[src/design/arpc_pkg.sv]
// Shared types, codes and widths for the ARP neighbor cache.
package arpc_pkg;

    localparam int ENTRIES_DEF   = 16;

    localparam int IP_W          = 32;
    localparam int MAC_W         = 48;
    localparam int STATUS_W      = 2;
    localparam int ENTRY_INDEX_W = 4;

    localparam int IN_TDATA_W    = 80;
    localparam int IN_TUSER_W    = 1;
    localparam int OUT_TDATA_W   = 56;
    localparam int OUT_TUSER_W   = 2;

    localparam int QUEUE_DEPTH   = 4;
    localparam int QPTR_W        = $clog2(QUEUE_DEPTH);
    localparam int QCNT_W        = $clog2(QUEUE_DEPTH + 1);

    localparam logic FUNC_INSERT = 1'b0;
    localparam logic FUNC_LOOKUP = 1'b1;

    localparam logic [STATUS_W-1:0] ST_OK    = 2'd0;
    localparam logic [STATUS_W-1:0] ST_ADDED = 2'd1;
    localparam logic [STATUS_W-1:0] ST_MISS  = 2'd2;
    localparam logic [STATUS_W-1:0] ST_FULL  = 2'd3;

    typedef struct packed {
        logic             lookup;
        logic [IP_W-1:0]  ip;
        logic [MAC_W-1:0] mac;
    } req_t;

endpackage

[src/design/arp_neighbor_cache.sv]
// Top level of the ARP neighbor cache.
//
// Requests enter on the s_axis channel: tuser[0] selects insert (0) or lookup (1),
// tdata carries the IPv4 address and, for an insert, the MAC address. Every request
// beat produces exactly one result beat on m_axis: tuser carries the status (present
// or hit, newly added, lookup miss, table full) and tdata the stored MAC address and
// the entry index.
// An ingress register decodes each beat into a four-deep request queue; the table
// engine drains the queue one request at a time. The engine handles each request in
// three steps (dequeue with a parallel address compare, priority select with table
// write, result load) and takes no new request before the last result is loaded.
// An accepted request beat passes the ingress register, the queue, the engine steps
// and the output register before its result beat appears.
// Reset empties the table (fill count zero), the queue and the output register.
// When the receiver holds m_axis_tready low, the finished result waits in the output
// register, the engine stops, the queue fills up and s_axis_tready then drops.
module arp_neighbor_cache #(
    parameter int ENTRIES = arpc_pkg::ENTRIES_DEF
) (
    input  logic                            clk,
    input  logic                            rst_n,
    input  logic                            s_axis_tvalid,
    output logic                            s_axis_tready,
    // [31:0] ip_addr, [79:32] mac_addr
    input  logic [arpc_pkg::IN_TDATA_W-1:0]  s_axis_tdata,
    // [0] func
    input  logic [arpc_pkg::IN_TUSER_W-1:0]  s_axis_tuser,
    output logic                            m_axis_tvalid,
    input  logic                            m_axis_tready,
    // [47:0] mac_found, [51:48] entry_index, [55:52] zero
    output logic [arpc_pkg::OUT_TDATA_W-1:0] m_axis_tdata,
    // [1:0] status
    output logic [arpc_pkg::OUT_TUSER_W-1:0] m_axis_tuser
);
    import arpc_pkg::*;

    logic push;
    req_t push_req;
    logic q_full;
    logic q_empty;
    logic pop;
    req_t head_req;

    arpc_front u_front (
        .clk           (clk),
        .rst_n         (rst_n),
        .s_axis_tvalid (s_axis_tvalid),
        .s_axis_tready (s_axis_tready),
        .s_axis_tdata  (s_axis_tdata),
        .s_axis_tuser  (s_axis_tuser),
        .push          (push),
        .push_req      (push_req),
        .q_full        (q_full)
    );

    arpc_queue u_queue (
        .clk      (clk),
        .rst_n    (rst_n),
        .push     (push),
        .push_req (push_req),
        .full     (q_full),
        .pop      (pop),
        .head_req (head_req),
        .empty    (q_empty)
    );

    arpc_back #(
        .ENTRIES (ENTRIES)
    ) u_back (
        .clk           (clk),
        .rst_n         (rst_n),
        .q_empty       (q_empty),
        .head_req      (head_req),
        .pop           (pop),
        .m_axis_tvalid (m_axis_tvalid),
        .m_axis_tready (m_axis_tready),
        .m_axis_tdata  (m_axis_tdata),
        .m_axis_tuser  (m_axis_tuser)
    );

endmodule

[src/design/arpc_front.sv]
// Ingress stage: takes request beats, decodes them and feeds the request queue.
module arpc_front (
    input  logic                           clk,
    input  logic                           rst_n,
    input  logic                           s_axis_tvalid,
    output logic                           s_axis_tready,
    input  logic [arpc_pkg::IN_TDATA_W-1:0] s_axis_tdata,
    input  logic [arpc_pkg::IN_TUSER_W-1:0] s_axis_tuser,
    output logic                           push,
    output arpc_pkg::req_t                 push_req,
    input  logic                           q_full
);
    import arpc_pkg::*;

    logic valid_reg;
    logic valid_next;
    req_t req_reg;
    logic accept;

    assign push          = valid_reg && !q_full;
    assign s_axis_tready = !valid_reg || !q_full;
    assign accept        = s_axis_tvalid && s_axis_tready;
    assign push_req      = req_reg;

    assign valid_next = accept || (valid_reg && !push);

    always_ff @(posedge clk or negedge rst_n)
    begin
        if (!rst_n)
        begin
            valid_reg <= 1'b0;
        end
        else
        begin
            valid_reg <= valid_next;
        end
    end

    always_ff @(posedge clk)
    begin
        if (accept)
        begin
            req_reg.lookup <= (s_axis_tuser[0] == FUNC_LOOKUP);
            req_reg.ip     <= s_axis_tdata[IP_W-1:0];
            req_reg.mac    <= s_axis_tdata[IP_W+MAC_W-1:IP_W];
        end
    end

endmodule

[src/design/arpc_queue.sv]
// Short request queue between the ingress stage and the table engine.
module arpc_queue (
    input  logic           clk,
    input  logic           rst_n,
    input  logic           push,
    input  arpc_pkg::req_t push_req,
    output logic           full,
    input  logic           pop,
    output arpc_pkg::req_t head_req,
    output logic           empty
);
    import arpc_pkg::*;

    req_t              slot_reg [QUEUE_DEPTH];
    logic [QPTR_W-1:0] wr_ptr_reg;
    logic [QPTR_W-1:0] wr_ptr_next;
    logic [QPTR_W-1:0] rd_ptr_reg;
    logic [QPTR_W-1:0] rd_ptr_next;
    logic [QCNT_W-1:0] count_reg;
    logic [QCNT_W-1:0] count_next;
    logic              do_push;
    logic              do_pop;

    assign full     = (count_reg == QCNT_W'(QUEUE_DEPTH));
    assign empty    = (count_reg == '0);
    assign do_push  = push && !full;
    assign do_pop   = pop && !empty;
    assign head_req = slot_reg[rd_ptr_reg];

    always_comb
    begin
        wr_ptr_next = do_push ? wr_ptr_reg + QPTR_W'(1) : wr_ptr_reg;
        rd_ptr_next = do_pop  ? rd_ptr_reg + QPTR_W'(1) : rd_ptr_reg;
        count_next  = count_reg;
        if (do_push && !do_pop)
        begin
            count_next = count_reg + QCNT_W'(1);
        end
        else if (do_pop && !do_push)
        begin
            count_next = count_reg - QCNT_W'(1);
        end
    end

    always_ff @(posedge clk or negedge rst_n)
    begin
        if (!rst_n)
        begin
            wr_ptr_reg <= '0;
            rd_ptr_reg <= '0;
            count_reg  <= '0;
        end
        else
        begin
            wr_ptr_reg <= wr_ptr_next;
            rd_ptr_reg <= rd_ptr_next;
            count_reg  <= count_next;
        end
    end

    always_ff @(posedge clk)
    begin
        if (do_push)
        begin
            slot_reg[wr_ptr_reg] <= push_req;
        end
    end

endmodule

[src/design/arpc_back.sv]
// Table engine: searches and appends the neighbor table and drives the result beat.
module arpc_back #(
    parameter int ENTRIES = arpc_pkg::ENTRIES_DEF
) (
    input  logic                            clk,
    input  logic                            rst_n,
    input  logic                            q_empty,
    input  arpc_pkg::req_t                  head_req,
    output logic                            pop,
    output logic                            m_axis_tvalid,
    input  logic                            m_axis_tready,
    output logic [arpc_pkg::OUT_TDATA_W-1:0] m_axis_tdata,
    output logic [arpc_pkg::OUT_TUSER_W-1:0] m_axis_tuser
);
    import arpc_pkg::*;

    localparam int FILL_W = $clog2(ENTRIES + 1);
    localparam int IDX_W  = $clog2(ENTRIES);
    localparam int IDXX_W = (IDX_W > ENTRY_INDEX_W) ? IDX_W : ENTRY_INDEX_W;

    localparam logic [1:0] S_IDLE = 2'd0;
    localparam logic [1:0] S_RES  = 2'd1;
    localparam logic [1:0] S_OUT  = 2'd2;

    logic [1:0]          state_reg;
    logic [1:0]          state_next;
    logic [FILL_W-1:0]   fill_reg;
    logic [FILL_W-1:0]   fill_next;
    logic                out_valid_reg;
    logic                out_valid_next;

    logic [IP_W-1:0]     entry_ip [ENTRIES];
    logic [MAC_W-1:0]    entry_mac [ENTRIES];

    logic [ENTRIES-1:0]  hit_vec_reg;
    logic [ENTRIES-1:0]  hit_vec;
    logic                lookup_reg;
    logic [IP_W-1:0]     ip_reg;
    logic [MAC_W-1:0]    mac_reg;
    logic [MAC_W-1:0]    rd_mac_reg;
    logic [STATUS_W-1:0] status_reg;
    logic [STATUS_W-1:0] status_next;
    logic [IDX_W-1:0]    idx_reg;
    logic [IDX_W-1:0]    idx_next;
    logic [IDX_W-1:0]    hit_idx;
    logic                hit_any;
    logic                table_full;
    logic                wr_en;
    logic                load_out;
    logic [IDXX_W-1:0]   idx_wide;
    logic [MAC_W-1:0]    mac_out;

    logic [MAC_W-1:0]         out_mac_reg;
    logic [ENTRY_INDEX_W-1:0] out_idx_reg;
    logic [STATUS_W-1:0]      out_status_reg;

    assign pop        = (state_reg == S_IDLE) && !q_empty;
    assign hit_any    = |hit_vec_reg;
    assign table_full = (fill_reg == FILL_W'(ENTRIES));
    assign load_out   = (state_reg == S_OUT) && (!out_valid_reg || m_axis_tready);

    // Only entries below the fill count take part in the compare.
    always_comb
    begin
        for (int i = 0; i < ENTRIES; i++)
        begin
            hit_vec[i] = (FILL_W'(i) < fill_reg) && (entry_ip[i] == head_req.ip);
        end
    end

    // Lowest matching index wins when an address is stored twice.
    always_comb
    begin
        hit_idx = '0;
        for (int i = ENTRIES - 1; i >= 0; i--)
        begin
            if (hit_vec_reg[i])
            begin
                hit_idx = IDX_W'(i);
            end
        end
    end

    always_comb
    begin
        status_next = ST_OK;
        idx_next    = '0;
        wr_en       = 1'b0;
        if (hit_any)
        begin
            status_next = ST_OK;
            idx_next    = hit_idx;
        end
        else if (lookup_reg)
        begin
            status_next = ST_MISS;
        end
        else if (table_full)
        begin
            status_next = ST_FULL;
        end
        else
        begin
            status_next = ST_ADDED;
            idx_next    = fill_reg[IDX_W-1:0];
            wr_en       = (state_reg == S_RES);
        end
    end

    always_comb
    begin
        state_next     = state_reg;
        fill_next      = wr_en ? fill_reg + FILL_W'(1) : fill_reg;
        out_valid_next = out_valid_reg;
        if (out_valid_reg && m_axis_tready)
        begin
            out_valid_next = 1'b0;
        end
        unique case (state_reg)
            S_IDLE:
            begin
                if (pop)
                begin
                    state_next = S_RES;
                end
            end
            S_RES:
            begin
                state_next = S_OUT;
            end
            S_OUT:
            begin
                if (load_out)
                begin
                    out_valid_next = 1'b1;
                    state_next     = S_IDLE;
                end
            end
            default:
            begin
                state_next = S_IDLE;
            end
        endcase
    end

    always_ff @(posedge clk or negedge rst_n)
    begin
        if (!rst_n)
        begin
            state_reg     <= S_IDLE;
            fill_reg      <= '0;
            out_valid_reg <= 1'b0;
        end
        else
        begin
            state_reg     <= state_next;
            fill_reg      <= fill_next;
            out_valid_reg <= out_valid_next;
        end
    end

    always_ff @(posedge clk)
    begin
        if (pop)
        begin
            hit_vec_reg <= hit_vec;
            lookup_reg  <= head_req.lookup;
            ip_reg      <= head_req.ip;
            mac_reg     <= head_req.mac;
        end
        if (state_reg == S_RES)
        begin
            status_reg <= status_next;
            idx_reg    <= idx_next;
        end
    end

    // Address table: each entry is compared at its own place.
    always_ff @(posedge clk)
    begin
        if (wr_en)
        begin
            entry_ip[fill_reg[IDX_W-1:0]] <= ip_reg;
        end
    end

    // MAC storage: one write port, one registered read port.
    always_ff @(posedge clk)
    begin
        if (wr_en)
        begin
            entry_mac[fill_reg[IDX_W-1:0]] <= mac_reg;
        end
        rd_mac_reg <= entry_mac[hit_idx];
    end

    assign idx_wide = IDXX_W'(idx_reg);
    assign mac_out  = (status_reg == ST_OK) ? rd_mac_reg : '0;

    always_ff @(posedge clk)
    begin
        if (load_out)
        begin
            out_mac_reg    <= mac_out;
            out_idx_reg    <= idx_wide[ENTRY_INDEX_W-1:0];
            out_status_reg <= status_reg;
        end
    end

    assign m_axis_tvalid = out_valid_reg;
    assign m_axis_tdata  = {4'b0000, out_idx_reg, out_mac_reg};
    assign m_axis_tuser  = out_status_reg;

endmodule

[config.mk]
export PLATFORM = sky130hd
export DESIGN_NAME = arp_neighbor_cache
export DESIGN_NICKNAME = d
export VERILOG_FILES = /design/src/design/arpc_pkg.sv /design/src/design/arp_neighbor_cache.sv /design/src/design/arpc_front.sv /design/src/design/arpc_queue.sv /design/src/design/arpc_back.sv
export SDC_FILE = /design/constraint.sdc
export NUM_CORES = 2
export LEC_CHECK = 0
export ABC_CLOCK_PERIOD_IN_PS = 14400
export BUFFER_PORTS_ARGS = -buffer_cell sky130_fd_sc_hd__clkbuf_2
export CAP_MARGIN = 20
export CORE_UTILIZATION = 49
export DETAILED_ROUTE_END_ITERATION = 12
export HOLD_SLACK_MARGIN = 0.1
export PLACE_DENSITY = 0.63
export SLEW_MARGIN = 15
export SYNTH_ARGS = -nofsm -noshare
export SYNTH_HDL_FRONTEND = slang
export SYNTH_HIERARCHICAL = 1
export SYNTH_SLANG_ARGS = --single-unit
[constraint.sdc]
create_clock -name clk -period 14.4 [get_ports clk]
set_clock_uncertainty 0.15 [all_clocks]
set_input_delay 2.16 -clock clk [delete_from_list [all_inputs] [get_ports clk]]
set_output_delay 2.16 -clock clk [all_outputs]
set_load 0.01 [all_outputs]
==> summary.md <==
The via count of the first global-routing pass was 36,700; the hold slack was 281 ps. The run gives 6 as the synthesis warning total. The average wire length per cell after detail routing came out at 28.9 µm.

Setup repair after global routing left no endpoint under its margin. The routed design has 180,000 µm of wire. The xor and xnor area share after synthesis is 0.0635. The tools report the share of the core filled with cells as 0.558. In this run the critical register-to-register path is captured at u_back/entry_mac[7][32].

The setup total negative slack is 0 ps. Setup violations remaining at the end of the flow were counted as 0. The run finished with clean final reports. Counting every instance in the synthesized netlist gives 3,927. At the pin with the least slew margin, the transition time is 1210 ps. The run gives 26.0 nW as the static leakage. The number of flops mapped to enable cells by yosys is 1,842, and the TritonCTS sink count is 1,906. The number of antenna violations at the first check in global routing is 8. The final count of hold timing violations came out at 0. The die is 385 µm tall.

The post-synthesis to final-layout area growth came out at 12.9%. For the effective utilization at floorplan, the log shows 0.494. The H-tree was split into 4 levels. Across the run, the number of max-cap violations was 0.

Before antenna repair, the detailed router went through 6 iterations. TritonCTS created 186 clock buffers. The register with the most flip-flops in the layout has 768 of them.

The basic-gate share of the synthesized area counting and, or, nand and nor cells is 0.0438, and the pin count of the biggest net entering global routing is 83. The worst-case IR drop observed on VDD is 0.141 mV. The floorplan has 140 rows.

The post-synthesis area per instance works out to 18.3 µm². For the post-cts hold buffer count, the log shows 0. The setup check on the worst reg-to-reg path leaves a slack of 9270 ps. The critical path startpoint is u_back/hit_vec_reg[3]. The synthesized-area fraction occupied by ao, oa, aoi and oai cells is 0.0512, and the placer congestion estimate is 0.831. The share of cell area taken by muxes after synthesis was 0.0386; the vias after detailed routing was 37,300.

The first-pass GRT wire length was 259,000 µm. The run gives 3 as the number of buffers between clock root and the deepest sink. Yosys mapped the design onto 77 distinct sky130hd cell types. STA classifies the critical path startpoint as a flop. The remaining antenna violation count was 0; the die area was 0.148 mm². The number of design rule violations left after detail routing was 0.

The run gives 0.787 as the post-synthesis sequential area ratio. In the synthesized netlist the dominant register cell turns out to be sky130_fd_sc_hd__edfxtp_1. The run gives 0 as the final max-slew violation count. The worst path arrival time was 5410 ps. In this run, the number of DRC markers left after iteration 0 of detailed routing was 4,134. The core box area is 0.146 mm², and the worst reg2reg path depth is 6. In the final design database the tool counted 4,253 nets. After synthesis the netlist holds a flip-flop and latch count of 1,906. The floorplan die width is 385 µm, and the fraction of layout instances using a drive strength above 1 is 0.154. The top-level port count came out at 145. The adder-cell share of the synthesized area was 0.00184; the minimum period implied by the final worst setup slack was 5130 ps. Power density relative to cell area: 218 mW/mm².

The tools report the type of destination of the critical path as a flop. After synthesis, the largest family of logic cells by area is XOR/XNOR gates. The critical path ends at u_back/entry_mac[7][32]. Timing would allow up to 0.195 GHz. For the worst setup path, the data required time is 14,670 ps. The overall fraction of global-route tracks in use came out at 0.245. The number of instances resized during post-cts repair is 0, and the number of I/O port buffers is 140. The classification of the worst setup path is reg -> reg. After global routing the overflow that remains totals 0.

The top-area cell type share of the netlist area works out to 0.768. The post-synthesis async set-or-reset flop share works out to 0.00839. The post-route fraction of the period consumed by the critical path was 0.357. The worst hold path belongs to the class reg -> reg.

Clock-pin slew was measured on the worst setup and hold paths at 60 ps. The half-perimeter wire length after placement was 98,800 µm. The synthesized netlist occupies a cell area of 0.0720 mm². The largest driver fanout on the critical path was 48; the post-detailed-route via-to-cell ratio was 5.98.

Headroom to the max-slew limit: 0.193. The buffer type at the clock tree root is sky130_fd_sc_hd__clkbuf_16. The worst register-to-register path begins at u_back/hit_vec_reg[3]. The setup fix buffers added after clock tree synthesis is 0. The layout has 11,100 filler cells. The final total power came out at 17.7 mW.

TritonCTS built the clock tree. Of all cell types, the one taking the most synthesized area is sky130_fd_sc_hd__edfxtp_1. In the post-synthesis netlist, the biggest area contributors are sky130_fd_sc_hd__edfxtp_1 (77%), sky130_fd_sc_hd__xor2_1 (3.5%), sky130_fd_sc_hd__xnor2_1 (2.8%). The later pin in the worst-skew pair is clocked with a latency of 820 ps.
how the worst min path moves through the flow:
stage	cells after the start	endpoint	startpoint	slack, ps
final	0	u_back/out_idx_reg[0]	u_back/idx_reg[0]	280
after detailed placement	0	u_back/out_idx_reg[1]	u_back/idx_reg[1]	270
after CTS	0	u_back/out_idx_reg[1]	u_back/idx_reg[1]	280
after global routing	0	u_back/out_idx_reg[0]	u_back/idx_reg[0]	290
after floorplan	0	u_back/out_idx_reg[0]	u_back/idx_reg[0]	250
after global placement	0	u_back/out_idx_reg[3]	u_back/idx_reg[3]	250
routing by layer:
| metal | part of all wire | vias to the layer above | track usage |
|---|---|---|---|
| met5 | 0.00038 | - | 0.00325 |
| met1 | 0.43 | 19300 | 0.363 |
| met3 | 0.089 | 245 | 0.0438 |
| li1 | - | 16000 | - |
| met2 | 0.46 | 1780 | 0.377 |
| met4 | 0.020 | 2 | 0.0594 |
worst max-delay path, stage by stage, from the launching register on:
cell	delay, ps
sky130_fd_sc_hd__edfxtp_1	550
sky130_fd_sc_hd__nor4_2	880
sky130_fd_sc_hd__nand3_1	330
sky130_fd_sc_hd__nor3_2	580
sky130_fd_sc_hd__nand2_1	410
sky130_fd_sc_hd__nor2_4	920
sky130_fd_sc_hd__buf_4	850
report_power, final:
part | total [mW] | switching, mW | internal [mW]
Clock | 4.72 | 2.04 | 2.68
Sequential | 8.17 | 0.797 | 7.37
Combinational | 4.85 | 3.25 | 1.60
cell families (layout without fill, tap and decap cells):
group,count (synthesis),count (layout)
flops,1906,1906
simple gates,607,607
xor+xnor,522,522
compound gates,483,483
buf+inv,223,615
mux,175,175
fa+ha+maj,10,10
other cells,1,6
layout make-up:
type	instances	area, µm²	area share
inverter	10	37.5	0.000462
sequential	1906	56700	0.697
multi-input combinational	1801	14600	0.180
antenna	2	5.00	0.0000616
timing repair buffer	253	1620	0.0199
tap	1917	2400	0.0295
clock buffer	256	5080	0.0625
clock inverter	96	860	0.0106
metrics by stage:
step | std cells | setup slack, ps | area, µm²
finish | 6241 | 9270 | 81300
global route | 6240 | 8960 | 81300
CTS | 6238 | 9290 | 81300
detailed placement | 5886 | 9320 | 75300
global placement | 5882 | 9270 | 75200
floorplan | 3930 | 4980 | 72000
cells in the final DEF (no fill, tap or decap), types with 58 or more instances in the layout:
| master | instances |
|---|---|
| sky130_fd_sc_hd__clkbuf_16 | 190 |
| sky130_fd_sc_hd__clkbuf_1 | 58 |
| sky130_fd_sc_hd__o22ai_1 | 70 |
| sky130_fd_sc_hd__xor2_1 | 291 |
| sky130_fd_sc_hd__mux2i_1 | 86 |
| sky130_fd_sc_hd__buf_4 | 108 |
| sky130_fd_sc_hd__xnor2_1 | 231 |
| sky130_fd_sc_hd__nor4_1 | 85 |
| sky130_fd_sc_hd__o21ai_0 | 61 |
| sky130_fd_sc_hd__clkbuf_2 | 140 |
| sky130_fd_sc_hd__a211oi_1 | 67 |
| sky130_fd_sc_hd__nand4_1 | 66 |
| sky130_fd_sc_hd__edfxtp_1 | 1842 |
| sky130_fd_sc_hd__nor2_1 | 103 |
| sky130_fd_sc_hd__mux4_2 | 81 |
| sky130_fd_sc_hd__nand2_1 | 138 |
synthesized netlist by cell type, types with 27 or more instances:
master and n:
sky130_fd_sc_hd__o21ai_0 63, sky130_fd_sc_hd__nor4_1 88, sky130_fd_sc_hd__buf_2 40, sky130_fd_sc_hd__edfxtp_1 1842
sky130_fd_sc_hd__a211o_1 33, sky130_fd_sc_hd__o22ai_1 70, sky130_fd_sc_hd__nor3_1 29, sky130_fd_sc_hd__dfxtp_1 48
sky130_fd_sc_hd__mux4_2 81, sky130_fd_sc_hd__and2_1 52, sky130_fd_sc_hd__clkbuf_1 137, sky130_fd_sc_hd__mux2i_1 86
sky130_fd_sc_hd__o221ai_1 51, sky130_fd_sc_hd__xor2_1 291, sky130_fd_sc_hd__a2111oi_0 27, sky130_fd_sc_hd__nor2_1 121
sky130_fd_sc_hd__nand2_1 138, sky130_fd_sc_hd__nand4_1 66, sky130_fd_sc_hd__a211oi_1 67, sky130_fd_sc_hd__xnor2_1 231
sky130_fd_sc_hd__nand3_1 47
No activity file was read; power rests on OpenSTA's default activity.
